File: src/hdl/cbrc_pkg.sv
`timescale 1ns / 1ps
`default_nettype none

package cbrc_pkg;

  // Field widths of one transaction
  localparam int POS_W  = 12;
  localparam int CNT_W  = 13;
  localparam int RUN_W  = CNT_W + 1;

  // Bitmap row geometry: one memory row holds WORD_BITS marks
  localparam int WORD_BITS = 8;
  localparam int LWB       = $clog2(WORD_BITS);

  localparam int DEF_MAX_POSITIONS = 4096;

  // Operation codes
  localparam logic OP_FILL  = 1'b0;
  localparam logic OP_CHECK = 1'b1;

  // Controller to datapath
  typedef struct packed {
    logic clear;   // write a zero row during the clearing pass
    logic load;    // capture an accepted transaction
    logic issue;   // read the next row
    logic proc;    // work on the row read last cycle
    logic emit;    // move the result into the output register
  } cmd_t;

  // Datapath to controller
  typedef struct packed {
    logic clr_last;   // clearing pass at last row
    logic rd_last;    // read pointer at last row of the range
    logic proc_last;  // row being worked on is the last one
    logic hit;        // this row completes the required run
    logic is_check;   // current transaction is a check
    logic imm;        // incoming transaction needs no scan
  } sts_t;

endpackage : cbrc_pkg

`default_nettype wire

File: src/hdl/cbrc_ctrl.sv
`timescale 1ns / 1ps
`default_nettype none

module cbrc_ctrl (
  input  wire logic          clk,
  input  wire logic          rst,
  input  wire logic          in_valid,
  output logic               in_ready,
  output logic               out_valid,
  input  wire logic          out_ready,
  input  wire cbrc_pkg::sts_t sts,
  output cbrc_pkg::cmd_t     cmd
);
  import cbrc_pkg::*;

  typedef enum logic [1:0] {
    S_CLEAR,
    S_IDLE,
    S_SCAN,
    S_FINISH
  } state_t;

  state_t state;
  logic   issuing;   // row reads still to go out
  logic   pvalid;    // a row read is in the data register
  logic   slot_free;
  logic   stop;

  assign in_ready  = (state == S_IDLE);
  assign slot_free = !out_valid || out_ready;
  assign stop      = pvalid && (sts.proc_last || (sts.is_check && sts.hit));

  // Commands
  always_comb begin
    cmd       = '0;
    cmd.clear = (state == S_CLEAR);
    cmd.load  = (state == S_IDLE) && in_valid;
    cmd.issue = (state == S_SCAN) && issuing;
    cmd.proc  = (state == S_SCAN) && pvalid;
    cmd.emit  = (state == S_FINISH) && slot_free;
  end

  // State and registered outputs
  always_ff @(posedge clk) begin
    if (rst) begin
      state     <= S_CLEAR;
      issuing   <= 1'b0;
      pvalid    <= 1'b0;
      out_valid <= 1'b0;
    end else begin
      // Output register: fills on emit, empties on acceptance
      if (cmd.emit) begin
        out_valid <= 1'b1;
      end else if (out_valid && out_ready) begin
        out_valid <= 1'b0;
      end
      unique case (state)
        S_CLEAR: begin
          if (sts.clr_last) begin
            state <= S_IDLE;
          end
        end
        S_IDLE: begin
          if (in_valid) begin
            if (sts.imm) begin
              state <= S_FINISH;
            end else begin
              state   <= S_SCAN;
              issuing <= 1'b1;
              pvalid  <= 1'b0;
            end
          end
        end
        S_SCAN: begin
          if (stop) begin
            state   <= S_FINISH;
            issuing <= 1'b0;
            pvalid  <= 1'b0;
          end else begin
            pvalid  <= issuing;
            issuing <= issuing && !sts.rd_last;
          end
        end
        S_FINISH: begin
          if (slot_free) begin
            state <= S_IDLE;
          end
        end
        default: state <= S_IDLE;
      endcase
    end
  end

endmodule : cbrc_ctrl

`default_nettype wire

File: config.mk
export PLATFORM = sky130hd
export DESIGN_NAME = cbrc_ctrl
export DESIGN_NICKNAME = d
export VERILOG_FILES = /design/src/hdl/cbrc_pkg.sv /design/src/hdl/cbrc_ctrl.sv
export SDC_FILE = /design/constraint.sdc
export NUM_CORES = 1
export LEC_CHECK = 0
export BUFFER_PORTS_ARGS = -buffer_cell sky130_fd_sc_hd__buf_4
export CORE_AREA = 3 3 40 42
export CTS_BUF_LIST = sky130_fd_sc_hd__clkbuf_4 sky130_fd_sc_hd__clkbuf_8 sky130_fd_sc_hd__clkbuf_16
export DETAILED_ROUTE_END_ITERATION = 10
export DIE_AREA = 0 0 43 45
export SLEW_MARGIN = 20
export SYNTH_ARGS = -nofsm -noshare
export SYNTH_HDL_FRONTEND = slang
export SYNTH_SLANG_ARGS = --single-unit
File: constraint.sdc
create_clock -name clk -period 3.2 [get_ports clk]
set_clock_uncertainty 0.15 [all_clocks]
set_input_delay 0.32 -clock clk [delete_from_list [all_inputs] [get_ports clk]]
set_output_delay 0.32 -clock clk [all_outputs]
set_load 0.005 [all_outputs]
==> reports/results.md <==
| Item | Reported |
| --- | --- |
| Result of the run | completed |
| Vias in the first global route | 312 |
| Crit-path leading delay family | flip-flops |
| Wire length per cell after detailed routing | 9.730 um |
| Number of antenna violations at the first check in global routing | 0 |
| Number of optimization iterations in the first detailed-route pass | 3 |
| Critical path peak fanout | 6 |
| Post-layout utilization of the core | 40.51% |
| Total setup violations reported at the end of the flow | 0 |
| Dominant cell type by area after synthesis | sky130_fd_sc_hd__dfxtp_1 |
| CP Buf/Inv Count | 2 |
| Sum of overflow across all layers after global routing | 0 |
| Layout Area Growth over Synthesis | 48.04% |
| Crit path largest cell delay | 0.36 ns |
| Fraction of final layout cells with drive strength greater than 1 | 44.07% |
| Length in cells of the worst reg-to-reg path | 6 |
| Worst-skew pair later-pin latency | 0.24 ns |
| Worst hold endpoint | state[0] |
| # clock sinks | 5 |
| Fraction of post-synthesis cell area in the top cell type by area | 28.47% |
| Ys flop type | sky130_fd_sc_hd__dfxtp_1 |
| Filler cells | 148 |
| Sequential-to-total area share from yosys stat | 28.47% |
| Post-synth cell types | 21 |
| Path type of the worst setup path | flop to primary output |
| Library cell with the highest instance count after synthesis | sky130_fd_sc_hd__inv_1 |
| Post-synth design cell area | 351.6 um2 |
| Worst EP arrival | 1.28 ns |
| Max Cap Violations | 0 |
| Post-synthesis sequential element count | 5 |
| Num CTS Buffers | 3 |
| Compound-gate portion of the synthesized area | 26.33% |
| FFs w/ async S/R, synth | 0% |
| Chip Width | 43 um |
| Number of diodes | 0 |
| Crit. End Element | primary output |
| Clock transition at the registers of the reported paths | 0.04 ns |
| IO buf count | 16 |
| Cell depth of the worst hold path | 2 |
| Combined global-route utilization of all metal layers | 8.229% |
| Max clock buf depth | 2 |
| Placement row count | 13 |
| Syn Nets | 53 |
| Resized cells post-CTS | 0 |
| Number of flops mapped to enable cells by yosys | 0 |
| Largest net degree at the start of global routing | 7 |
| Path category of the worst min-delay check | primary input to flop |
| Total of hold buffers inserted after clock tree synthesis | 0 |
| Number of max-slew violations in the final report | 0 |
| F_max | 0.5713 GHz |
| Adder-Cell Fraction of Synth Area | 14.23% |
| DR vias | 327 |
| Final std cells w/o fill | 74 |
| Cells after Synth | 39 |
| Cell at the root of the clock tree | sky130_fd_sc_hd__clkbuf_4 |
| PnR Total Power | 0.4007 mW |
| Min Clock Period, post-route | 1.750 ns |
| Antenna Violating Nets Remaining | 0 |
| Post-synthesis xor/xnor area fraction | 0% |
| Initial DRC Count | 3 |
| Setup TNS | 0 ns |
| Area share of and/or/nand/nor cells after synthesis | 20.64% |
| Worst hold slack across all endpoints | 0.1328 ns |
| Unrepaired setup endpoints after global routing | false |
| Global-route wire length before repair | 1186 um |
| Largest family of logic cells by synthesized area | compound AO/OA/AOI/OAI gates |
| Final routed DRC violation total | 0 |
| Total die area | 1935 um2 |
| Cell breakdown of the critical path | inv_1 > ha_1 > and2_1 > buf_4 |
| Cell at the slowest stage of the critical path | sky130_fd_sc_hd__dfxtp_1 |
| Worst Hold Launch | rst |
| Leakage component of the power | 0.2631 nW |
| Routability-driven placement congestion ratio | 0.6930 |
| Ranking of synthesized cells by area | sky130_fd_sc_hd__dfxtp_1 (28%), sky130_fd_sc_hd__ha_1 (14%), sky130_fd_sc_hd__inv_1 (6.4%), sky130_fd_sc_hd__and2_1 (5.3%), sky130_fd_sc_hd__a2111oi_2 (4.3%) |
| Core outline area | 1285 um2 |
| Placed cells | 70 |
| Top post-synthesis cells by count | sky130_fd_sc_hd__inv_1 (6), sky130_fd_sc_hd__dfxtp_1 (5), sky130_fd_sc_hd__ha_1 (4) |
| Total count of hold-check failures in the final report | 0 |
| Total setup buffers inserted after CTS | 0 |
| Required time worst endpoint | 2.73 ns |
| Die height | 45 um |
| Mean area per synthesized cell | 9.015 um2 |
| Number of primary I/O pins | 17 |
| Net total in the final layout | 74 |
| Routed wire length | 720 um |
| Worst ir drop on vdd | 0.4074 mV |
| Multiplexer share of the synthesized area | 2.847% |
| TritonCTS clock tree | built |
| Max transition margin | 75.69% |
| Reg-to-reg endpoint | state[0] |
| Critical path startpoint category | flop |
| Final period util | 54.70% |
| Starting utilization of the core area | 27.36% |
| Number of synthesis warnings | 0 |
| Minimum setup slack among reg-to-reg paths | 1.57 ns |
| FF-to-FF Start | state[1] |
| Power per unit of standard cell area | 769.7 nW/um2 |
| Pin slew with the least headroom to its limit | 0.3554 ns |
| Via/cell ratio | 4.419 |
| H-tree Lvls | 1 |
[cells in the final DEF, fill, tap and decap left out, types with 2 or more instances in the layout]
cell type / n
sky130_fd_sc_hd__a21o_1: 2
sky130_fd_sc_hd__and2_1: 3
sky130_fd_sc_hd__buf_4: 16
sky130_fd_sc_hd__clkbuf_4: 4
sky130_fd_sc_hd__dfxtp_1: 5
sky130_fd_sc_hd__ha_1: 4
sky130_fd_sc_hd__inv_1: 6
sky130_fd_sc_hd__nand3_1: 2
sky130_fd_sc_hd__nor2_1: 2
sky130_fd_sc_hd__nor2b_1: 2
[flip-flops by register name, indices dropped and copies added (netlist names)]
name and count:
issuing 1, out_valid 1, pvalid 1, state 2
[worst register-to-register path, cell delays in order, from the launching register on]
cell                        delay, ns
sky130_fd_sc_hd__dfxtp_1         0.37
sky130_fd_sc_hd__inv_1           0.07
sky130_fd_sc_hd__ha_1            0.22
sky130_fd_sc_hd__inv_2           0.08
sky130_fd_sc_hd__o221ai_2        0.13
sky130_fd_sc_hd__a2111oi_0       0.39
sky130_fd_sc_hd__a211oi_1        0.08
[layer usage]
layer | vias to the layer above | GRT usage, % | wire length (um)
met1 | 136 | 9.353 | 314
met4 | 0 | 3.614 | 0
met5 | - | 0 | 0
met3 | 0 | 4.781 | 77
li1 | 177 | - | -
met2 | 14 | 12.57 | 328
[worst max path at each step]
stage | from | endpoint | slack [ns] | cells after the start
2_1_floorplan | state[1] | state[0] | 1.65 | 6
4_1_cts | state[0] | cmd[1] | 1.43 | 4
3_3_place_gp | state[1] | state[0] | 1.57 | 6
6_report | state[0] | cmd[1] | 1.45 | 4
3_5_place_dp | state[1] | state[0] | 1.54 | 6
5_1_grt | state[0] | cmd[1] | 1.36 | 4
[cell type report]
type | instances | area, um2 | area share [%]
Clock buffer | 4 | 30.03 | 5.769
Inverter | 7 | 26.28 | 5.048
Multi-Input combinational cell | 27 | 225.2 | 43.27
Sequential cell | 5 | 100.1 | 19.23
Tap cell | 15 | 18.77 | 3.606
Timing Repair Buffer | 16 | 120.1 | 23.08
[power breakdown]
| part | total [mW] | leakage, nW | switching (mW) | internal (mW) |
|---|---|---|---|---|
| clock | 0.0805 | 0.0184 | 0.0250 | 0.0555 |
| sequential | 0.0990 | 0.0411 | 0.0161 | 0.0829 |
| combinational | 0.221 | 0.204 | 0.111 | 0.110 |
[metrics by stage]
| step | area [um2] | setup slack, ns |
|---|---|---|
| final | 520.5 | 1.450 |
| after global routing | 520.5 | 1.363 |
| after CTS | 520.5 | 1.428 |
| after detailed placement | 490.5 | 1.544 |
| after global placement | 490.5 | 1.571 |
| after floorplan | 351.6 | 1.649 |
[logic make-up (layout without fill, tap and decap cells)]
family                   count (synthesis)  in the layout
flip-flops                               5              5
multiplexers                             1              1
AND/OR/NAND/NOR                         12             12
buffers and inverters                    7             27
AO/OA/AOI/OAI                           10             10
adder cells (fa/ha/maj)                  4              4
(Power assumes the default switching activity.)
